### config.mk
export PLATFORM = sky130hd
export DESIGN_NAME = matrix4x4_multiply
export DESIGN_NICKNAME = d
export VERILOG_FILES = /design/src/rtl/mm4_pkg.sv /design/src/rtl/mm4_mac.sv /design/src/rtl/matrix4x4_multiply.sv
export SDC_FILE = /design/constraint.sdc
export NUM_CORES = 2
export LEC_CHECK = 0
export BUFFER_PORTS_ARGS = -buffer_cell sky130_fd_sc_hd__buf_2
export CAP_MARGIN = 0
export CORE_MARGIN = 1
export CORE_UTILIZATION = 39
export CTS_CLUSTER_SIZE = 20
export DETAILED_ROUTE_END_ITERATION = 8
export GPL_TIMING_DRIVEN = 0
export PLACE_DENSITY = 0.63
export SYNTH_ARGS = -nofsm -noshare
export SYNTH_HDL_FRONTEND = slang
export SYNTH_HIERARCHICAL = 1
export SYNTH_SLANG_ARGS = --single-unit
### constraint.sdc
create_clock -name clk -period 7.2 [get_ports clk]
set_input_delay 0 -clock clk [delete_from_list [all_inputs] [get_ports clk]]
set_output_delay 0 -clock clk [all_outputs]
set_load 0.02 [all_outputs]
### src/rtl/mm4_pkg.sv
package mm4_pkg;

	localparam int DIM           = 4;
	localparam int CELLS         = DIM * DIM;
	localparam int IDX_W         = $clog2(CELLS);
	localparam int POS_W         = $clog2(DIM);
	localparam int DATA_W        = 32;
	localparam int PROD_W        = 2 * DATA_W;
	// four products summed: two guard bits over the product width
	localparam int ACC_W         = PROD_W + 2;
	localparam int FRAC_BITS_DEF = 16;

	// operand select on the load channel
	localparam logic SEL_A = 1'b0;
	localparam logic SEL_B = 1'b1;

	// tag that travels with each operand pair through the MAC
	typedef struct packed {
		logic             vld;
		logic             first;   // k = 0: restart the sum
		logic             last_k;  // k = 3: sum complete
		logic [IDX_W-1:0] elem;    // row-major result index
	} mm4_tag_t;

	// one finished result element
	typedef struct packed {
		logic              vld;
		logic [DATA_W-1:0] value;
		logic              sat;
		logic [IDX_W-1:0]  elem;
	} mm4_res_t;

endpackage

### src/rtl/mm4_mac.sv
module mm4_mac #(
	parameter int FRAC_BITS = mm4_pkg::FRAC_BITS_DEF
) (
	input  logic                           clk,
	input  logic                           arst_n,
	input  logic signed [mm4_pkg::DATA_W-1:0] a_s1,
	input  logic signed [mm4_pkg::DATA_W-1:0] b_s1,
	input  mm4_pkg::mm4_tag_t              tag_s1,
	output mm4_pkg::mm4_res_t              res_s4
);
	import mm4_pkg::*;

	logic signed [PROD_W-1:0] prod_s2;
	mm4_tag_t                 tag_s2;
	logic signed [ACC_W-1:0]  acc_s3;
	logic signed [ACC_W-1:0]  prod_ext;
	mm4_tag_t                 tag_s3;
	logic signed [ACC_W-1:0]  shifted;
	logic                     fits;

	assign prod_ext = {{(ACC_W-PROD_W){prod_s2[PROD_W-1]}}, prod_s2};

	// arithmetic shift of the exact sum rounds towards minus infinity
	assign shifted = acc_s3 >>> FRAC_BITS;
	assign fits    = (&shifted[ACC_W-1:DATA_W-1]) | ~(|shifted[ACC_W-1:DATA_W-1]);

	always_ff @(posedge clk or negedge arst_n) begin
		if (!arst_n) begin
			tag_s2 <= '0;
			tag_s3 <= '0;
			res_s4 <= '0;
		end else begin
			tag_s2       <= tag_s1;
			tag_s3       <= tag_s2;
			res_s4.vld   <= tag_s3.vld & tag_s3.last_k;
			res_s4.elem  <= tag_s3.elem;
			res_s4.sat   <= ~fits;
			if (fits) begin
				res_s4.value <= shifted[DATA_W-1:0];
			end else if (acc_s3[ACC_W-1]) begin
				res_s4.value <= {1'b1, {(DATA_W-1){1'b0}}};
			end else begin
				res_s4.value <= {1'b0, {(DATA_W-1){1'b1}}};
			end
		end
	end

	always_ff @(posedge clk) begin
		prod_s2 <= a_s1 * b_s1;
		if (tag_s2.vld) begin
			acc_s3 <= tag_s2.first ? prod_ext : acc_s3 + prod_ext;
		end
	end

endmodule

### src/rtl/matrix4x4_multiply.sv
// 4x4 fixed-point matrix multiplier, C = A * B, signed Q16.16, row-major.
//
// Input channel (in_valid / in_stall): each transfer writes one element of
// A (which_matrix = 0) or B (which_matrix = 1) at (row_index, col_index).
// Loads are taken one per cycle while in_stall is low. A transfer with
// compute_now set stores its element and then starts the multiply;
// in_stall stays high while the operand reads for the 16 results are issued.
//
// Output channel (out_valid / out_stall): 16 transfers in row-major order,
// last_element on the final one, saturated when a sum was clipped.
// Each element needs four reads of both operand memories (one read port
// each). Reads of the next element follow unless the queue credit holds
// them; results pass the read, product, sum and result registers in turn.
//
// A 2-entry output queue plus a credit count holds the issue of further
// elements while the receiver stalls; nothing is dropped. Loads for the
// next multiply are taken while the last results still drain.
// Reset clears control only; operand memories are undefined until loaded.
module matrix4x4_multiply #(
	parameter int FRAC_BITS = mm4_pkg::FRAC_BITS_DEF
) (
	input  logic                              clk,
	input  logic                              arst_n,
	input  logic                              in_valid,
	output logic                              in_stall,
	input  logic                              which_matrix,
	input  logic [mm4_pkg::POS_W-1:0]         row_index,
	input  logic [mm4_pkg::POS_W-1:0]         col_index,
	input  logic signed [mm4_pkg::DATA_W-1:0] element_value,
	input  logic                              compute_now,
	output logic                              out_valid,
	input  logic                              out_stall,
	output logic signed [mm4_pkg::DATA_W-1:0] product_value,
	output logic [mm4_pkg::POS_W-1:0]         out_row,
	output logic [mm4_pkg::POS_W-1:0]         out_col,
	output logic                              saturated,
	output logic                              last_element
);
	import mm4_pkg::*;

	typedef enum logic {
		ST_IDLE,
		ST_RUN
	} state_t;

	state_t           state_q;
	logic [IDX_W-1:0] elem_q;
	logic [POS_W-1:0] k_q;
	logic [1:0]       slots_q;   // elements started and not yet transferred out

	logic [DATA_W-1:0] mem_a [CELLS];
	logic [DATA_W-1:0] mem_b [CELLS];

	logic signed [DATA_W-1:0] rd_a_s1;
	logic signed [DATA_W-1:0] rd_b_s1;
	mm4_tag_t                 tag_s1;
	mm4_res_t                 res_s4;

	mm4_res_t         fifo_q [2];
	logic             wr_ptr_q;
	logic             rd_ptr_q;
	logic [1:0]       cnt_q;

	logic             in_acc;
	logic [IDX_W-1:0] wr_idx;
	logic             pop;
	logic             credit_ok;
	logic             issue;
	logic             start;
	logic [IDX_W-1:0] ra;
	logic [IDX_W-1:0] rb;

	assign in_stall  = (state_q == ST_RUN);
	assign in_acc    = in_valid & ~in_stall;
	assign wr_idx    = {row_index, col_index};

	assign out_valid = (cnt_q != 2'd0);
	assign pop       = out_valid & ~out_stall;

	// a new element may start only if its result has a queue slot waiting
	assign credit_ok = (slots_q != 2'd2) | pop;
	assign issue     = (state_q == ST_RUN) & ((k_q != '0) | credit_ok);
	assign start     = issue & (k_q == '0);

	// A[r][k] and B[k][c] for result (r, c)
	assign ra = {elem_q[IDX_W-1:POS_W], k_q};
	assign rb = {k_q, elem_q[POS_W-1:0]};

	// operand memories: written by loads; the registered read is used during compute only
	always_ff @(posedge clk) begin
		if (in_acc && which_matrix == SEL_A) begin
			mem_a[wr_idx] <= element_value;
		end
		rd_a_s1 <= mem_a[ra];
	end

	always_ff @(posedge clk) begin
		if (in_acc && which_matrix == SEL_B) begin
			mem_b[wr_idx] <= element_value;
		end
		rd_b_s1 <= mem_b[rb];
	end

	// sequencer
	always_ff @(posedge clk or negedge arst_n) begin
		if (!arst_n) begin
			state_q <= ST_IDLE;
			elem_q  <= '0;
			k_q     <= '0;
			tag_s1  <= '0;
		end else begin
			tag_s1.vld    <= issue;
			tag_s1.first  <= (k_q == '0);
			tag_s1.last_k <= (k_q == POS_W'(DIM-1));
			tag_s1.elem   <= elem_q;
			case (state_q)
				ST_IDLE: begin
					if (in_acc && compute_now) begin
						state_q <= ST_RUN;
						elem_q  <= '0;
						k_q     <= '0;
					end
				end
				ST_RUN: begin
					if (issue) begin
						k_q <= k_q + 1'b1;
						if (k_q == POS_W'(DIM-1)) begin
							elem_q <= elem_q + 1'b1;
							if (elem_q == IDX_W'(CELLS-1)) begin
								state_q <= ST_IDLE;
							end
						end
					end
				end
				default: begin
					state_q <= ST_IDLE;
				end
			endcase
		end
	end

	mm4_mac #(
		.FRAC_BITS(FRAC_BITS)
	) u_mac (
		.clk   (clk),
		.arst_n(arst_n),
		.a_s1  (rd_a_s1),
		.b_s1  (rd_b_s1),
		.tag_s1(tag_s1),
		.res_s4(res_s4)
	);

	// credits and output queue
	always_ff @(posedge clk or negedge arst_n) begin
		if (!arst_n) begin
			slots_q  <= '0;
			cnt_q    <= '0;
			wr_ptr_q <= 1'b0;
			rd_ptr_q <= 1'b0;
		end else begin
			slots_q <= slots_q + {1'b0, start} - {1'b0, pop};
			cnt_q   <= cnt_q + {1'b0, res_s4.vld} - {1'b0, pop};
			if (res_s4.vld) begin
				wr_ptr_q <= ~wr_ptr_q;
			end
			if (pop) begin
				rd_ptr_q <= ~rd_ptr_q;
			end
		end
	end

	always_ff @(posedge clk) begin
		if (res_s4.vld) begin
			fifo_q[wr_ptr_q] <= res_s4;
		end
	end

	assign product_value = fifo_q[rd_ptr_q].value;
	assign saturated     = fifo_q[rd_ptr_q].sat;
	assign out_row       = fifo_q[rd_ptr_q].elem[IDX_W-1:POS_W];
	assign out_col       = fifo_q[rd_ptr_q].elem[POS_W-1:0];
	assign last_element  = (fifo_q[rd_ptr_q].elem == IDX_W'(CELLS-1));

	// checks
	a_queue_room: assert property (@(posedge clk) disable iff (!arst_n)
		res_s4.vld |-> ((cnt_q != 2'd2) || pop))
		else $error("result queue overrun");

	a_credit_cover: assert property (@(posedge clk) disable iff (!arst_n)
		cnt_q <= slots_q)
		else $error("queued results exceed started elements");

	a_run_ends: assert property (@(posedge clk) disable iff (!arst_n)
		(issue && k_q == POS_W'(DIM-1) && elem_q == IDX_W'(CELLS-1)) |=> !in_stall)
		else $error("sequencer did not return to idle");

	a_no_load_in_run: assert property (@(posedge clk) disable iff (!arst_n)
		issue |-> !in_acc)
		else $error("load accepted during operand reads");

endmodule
# After elaboration in Yosys (flattened, before gate mapping)
# Memory sizes are Yosys's and may differ from the RTL's. A register that Yosys moved wholly into a read port is not among the register bits.
# Cells that the tools add are included.
[op_classes]
mul = 1
n_eq_ne = 7
bitwise = 15
n_reduce_logical = 10
n_addsub = 7
n_mux = 21
[ops]
columns = ["operator", "n"]
rows = [
  ["$add 66x64->66", 1],
  ["$mux 66", 1],
  ["$mul 32x32->64", 1],
  ["$mux 32", 2],
  ["$reduce_and 19->1", 1],
  ["$reduce_or 19->1", 1],
  ["$mux 4", 3],
  ["$mux 1", 10],
  ["$eq 4x4->1 const B", 2],
  ["$pmux 4 s2", 1],
  ["$not 1->1", 7],
  ["$ne 2x1->1 const B", 3],
  ["$and 1x1->1", 5],
  ["$add 2x1->2", 2],
  ["$add 4x1->4 const B", 1],
  ["$mux 2", 2],
  ["$pmux 2 s2", 1],
  ["$reduce_bool 2->1", 2],
  ["$sub 2x1->2", 2],
  ["$logic_and 1x1->1", 3],
  ["$or 1x1->1", 3],
  ["$reduce_and 3->1", 1],
  ["$add 2x1->2 const B", 1],
  ["$eq 2x2->1 const B", 1],
  ["other kinds (4)", 4],
]
[word_totals]
in_bits = 42
reg_bits = 201
elab_cells = 88
n_memories = 3
mem_bits_rw = 1100
out_inout_bits = 40
[memory_table]
columns = ["name", "words", "width", "rd", "rd_ports_with_merged_regs", "write_ports", "line_no", "source"]
rows = [
  ["mem_a", 16, 32, 1, 1, 1, "matrix4x4_multiply.sv:51", "logic [DATA_W-1:0] mem_a [CELLS];"],
  ["mem_b", 16, 32, 1, 1, 1, "matrix4x4_multiply.sv:52", "logic [DATA_W-1:0] mem_b [CELLS];"],
  ["fifo_q", 2, 38, 1, 0, 1, "matrix4x4_multiply.sv:59", "mm4_res_t fifo_q [2];"],
]

# Logic depth before layout (Yosys ltp)
[logic_depth]
depth_word = 8
mapped_depth = 30
depth_no_buf = 28

# Hierarchy
# Netlist, hierarchy kept.
[modules_own_cells]
columns = ["module", "n_inst", "area_per_inst_um2", "seq_area_each_um2", "cells_each"]
rows = [
  ["mm4_mac", 1, 45549.9, 4539.4, 4829],
  ["matrix4x4_multiply", 1, 43270.2, 34753.3, 1879],
]

# Worst setup path before layout
# OpenSTA, ideal clock, no wires.
[synth_timing]
kind = "register to register"
from = "reg rd_a_s1[31] (read register of mem_a)"
to = "reg u_mac.prod_s2[62]"
required_ns = 7.069
synth_period_minus_slack_ns = 7.808
slack_ns = -0.608
path_stages_with_launch = 29
t_arrival_ns = 7.677
setup_time_ns = 0.131
n_path_buf = 1
cell_sequence = "dfxtp_1 clkbuf_1 nand2_1 inv_1 fa_1 fa_1 inv_1 fa_1 inv_1 fa_1 inv_1 fa_1 inv_1 fa_1 inv_1 fa_1 inv_1 fa_1 ha_1 a21o_1 a21o_1 a21o_1 a21oi_1 o21bai_1 a21o_1 a21o_1 a31oi_1 o31ai_1 xor2_1"
[synth_between]
elab_chain_cells = 1
[synth_lines]
columns = ["item", "line_no", "source"]
rows = [
  ["from (decl)", "matrix4x4_multiply.sv:54", "logic signed [DATA_W-1:0] rd_a_s1;"],
  ["$mul 32x32->64", "mm4_mac.sv:49", "prod_s2 <= a_s1 * b_s1;"],
  ["to (signal assigned)", "mm4_mac.sv:49", ""],
  ["to (decl)", "mm4_mac.sv:13", "logic signed [PROD_W-1:0] prod_s2;"],
]
# No other way between the ends.
# A chain may end at the register's enable or synchronous reset.

# Worst setup path in the final report
[layout_timing]
from = "reg rd_b_s1[6] (read register of mem_b)"
to = "reg u_mac.prod_s2[63]"
[layout_between]
elab_chain_cells = 1
[layout_lines]
columns = ["item", "line_no", "source"]
rows = [
  ["from (decl)", "matrix4x4_multiply.sv:55", "logic signed [DATA_W-1:0] rd_b_s1;"],
  ["$mul 32x32->64", "mm4_mac.sv:49", ""],
]
# No other way between the ends.

==> flow_summary.ini <==
[setup_path]
cp.arrival_ns = 8.31
crit_fanout = 10
cp-start-kind = register
worstSetupEndpointType = register
crit_top_cell = fa_2
cpPeakStageDelay_ns = 0.68
critical-path-slowest-cell = fa_2
worstSetupPathType = reg2reg
critical_path_required_ns = 7.85

[global_route]
grt_use_total = 0.2420
grt_antenna_before_repair = 29
grt_max_degree = 60
first_global_vias = 58090
overflow = 0
grt_pass1_wl_um = 400400

[placed_design]
port_buffers = 77
gp_congestion = 1.027
dp_hpwl_um = 208200

[detailed_routing]
drt_iter0_drc = 6231
routed_wirelength_um = 277100
drcViolationCount = 0
drtAntennaViolNets = 0
wl_per_cell_um = 26.92
vias_per_cell = 5.471
vias = 56330
dr.pass1.iters = 5

[synth]
synth.distinct_cells = 83
postSynthCellCount = 6708
ys_seq_elements = 1363
ys.flop_type = edfxtp_1
synth_warnings = 6
synth-edff-count = 1164
synth_area_um2 = 88820
synth_seq_area_share = 0.4424
syn-num-nets = 8089
async_reset_ff_frac = 0.05209
avgSynthCellArea_um2 = 13.24

[min_path]
hold_path_class = in2reg

[clocking]
cts_tree = done
path_clk_slew_ns = 0.07
cts_buffer_depth = 3
cts_buffers = 138
clock_latency_ns = 0.81
clock_sinks = 1363
cts_root_buffer = clkbuf_16
h-tree-depth = 4

[cells_and_area]
drive_above_1_share = 0.1872
fillers = 19950
syn_to_final_growth_pct = 16.81
register_area_um2 = 39470
nets = 8557
multi_input_area_um2 = 45510

[sta]
rsz0062_at_grt = true
fin_worst_skew_ns = 0.04924
finalHoldViolCount = 0
min_period_ns = 7.660
tightest_slew_ns = 1.115
fmax_mhz = 130.5
slew_viol_final = 0
fin_ws_ns = -0.4605
fin_crit_sh = 1.064
relSlewSlack = 0.2568
whs_ns = 0.05050
setup_viol = 27

[die]
dieArea_um2 = 229700
ios = 82
die_x_um = 479.2
die_h_um = 479.2
core_area_um2 = 225500
rows = 174
initial_core_util = 0.3938

[run_status]
violations = negative setup slack
status = finished, violations left

[flow_run]
drv_cap = 0
[kinds of logic after synthesis]
group | count (synthesis) | synth area share
AND/OR/NAND/NOR | 1536 | 0.08487
buffers and inverters | 1392 | 0.05986
flip-flops | 1363 | 0.4424
adder cells (fa/ha/maj) | 1339 | 0.2802
AO/OA/AOI/OAI | 643 | 0.04892
multiplexers | 300 | 0.07049
XOR/XNOR | 135 | 0.01331
[synthesized netlist by cell type (all sizes together), types with 28 or more instances]
| master | n | area share |
|---|---|---|
| dfrtp | 71 | 0.020 |
| xnor2 | 87 | 0.0086 |
| o21bai | 28 | 0.0024 |
| mux2 | 41 | 0.0052 |
| buf | 58 | 0.0035 |
| nor3 | 28 | 0.0016 |
| a21o | 119 | 0.010 |
| a22oi | 128 | 0.011 |
| dfxtp | 128 | 0.029 |
| nand4 | 39 | 0.0027 |
| nand2 | 704 | 0.030 |
| edfxtp | 1164 | 0.39 |
| mux4 | 256 | 0.065 |
| a21oi | 137 | 0.0078 |
| ha | 256 | 0.036 |
| xor2 | 48 | 0.0047 |
| and2 | 529 | 0.037 |
| fa | 1083 | 0.24 |
| nor2 | 116 | 0.0049 |
| inv | 1052 | 0.044 |
| clkbuf | 282 | 0.012 |
| o21ai | 117 | 0.0067 |
[registers in the layout (all words and copies together), names as in the netlist]
| signal | count |
|---|---|
| fifo_q | 74 |
| tag_s1 | 7 |
| rd_ptr_q | 1 |
| k_q | 2 |
| u_mac/prod_s2 | 64 |
| u_mac/res_s4 | 38 |
| rd_a_s1 | 32 |
| mem_a | 512 |
| mem_b | 512 |
| slots_q | 2 |
| wr_ptr_q | 1 |
| in_stall | 1 |
| rd_b_s1 | 32 |
| cnt_q | 2 |
| u_mac/acc_s3 | 66 |
| u_mac/tag_s2 | 7 |
| elem_q | 4 |
| u_mac/tag_s3 | 6 |
[path summary, 6_finish.rpt]
kind                       cells after the start  slack [ns]                       from                   endpoint
setup / recovery                              27       -0.46         rd_b_s1[6]$_DFF_P_  u_mac/prod_s2[63]$_DFF_P_
hold / removal                                 4        0.05               which_matrix     mem_a[2][15]$_DFFE_PP_
setup reg to reg                              27       -0.46         rd_b_s1[6]$_DFF_P_  u_mac/prod_s2[63]$_DFF_P_
hold reg to reg                                0        0.34  u_mac/tag_s3[2]$_DFF_PN0_  u_mac/res_s4[2]$_DFF_PN0_
max in group asynchronous                      4        6.62                     arst_n         in_stall$_DFF_PN0_
min in group asynchronous                      4        0.29                     arst_n  u_mac/res_s4[5]$_DFF_PN0_
[critical path: cells and delay by family (launching register included)]
family                   cells  cell delay (ns)
AND/OR/NAND/NOR              3             0.29
buffers and inverters        9             0.95
AO/OA/AOI/OAI                5             1.23
XOR/XNOR                     1             0.15
adder cells (fa/ha/maj)      9             4.51
flip-flops                   1             0.39
[timing repair]
item,in CTS,in global routing
resized for setup,759,143
hold buffers,44,0
hold endpoints to repair,1141,0
gates cloned,0,1
endpoints found under the setup margin,46,36
pin swaps,89,93
buffers inserted,103,62
[routing by layer]
metal / vias to the layer above / global-route usage / share of wire
li1: 23310 / - / -
met1: 29240 / 0.3267 / 0.40
met2: 3130 / 0.3750 / 0.45
met3: 629 / 0.06452 / 0.11
met4: 16 / 0.08795 / 0.043
met5: - / 0 / 0.00036
[area by class of cell]
class	count	area share
repair buffers	333	0.03033
inverters	1052	0.03825
clock inverters	78	0.007767
flip-flops and latches	1363	0.3804
multi-input cells	3953	0.4386
diodes	16	0.0003859
plain buffers	335	0.03282
well taps	2992	0.03608
clock buffers	174	0.03529
[layout by cell type, fill, tap and decap left out, drive strengths merged, types with 26 or more instances in the layout]
cell	n
nand2	704
and2	529
nor3	28
mux2	41
clkinv	57
ha	256
nand3	26
inv	1058
a21oi	137
nor2	116
o21ai	117
buf	367
o21bai	28
mux4	256
nand2b	26
nand4	39
edfxtp	1164
dfxtp	128
xnor2	87
xor2	48
clkbuf	432
a21o	119
dfrtp	71
fa	1083
a22oi	128
dlygate4sd3	43
[metrics by stage]
stage | cell area, um2 | instances | setup TNS [ns] | utilization | worst slack [ns]
after floorplan | 88930 | 6708 | -0.4766 | - | -0.2354
after global placement | 93060 | 9777 | -54.02 | 0.4126 | -2.146
after detailed placement | 94240 | 9833 | -54.95 | 0.4178 | -2.189
after CTS | 102900 | 10230 | -3.966 | 0.4560 | -0.4509
after global routing | 103700 | 10280 | -9.875 | 0.4598 | -0.6395
final | 103700 | 10300 | -5.508 | 0.4600 | -0.4605
Power is left out: the tool's default activity adds up to more than one toggle a clock period on the data nets, which glitch-free logic cannot reach.
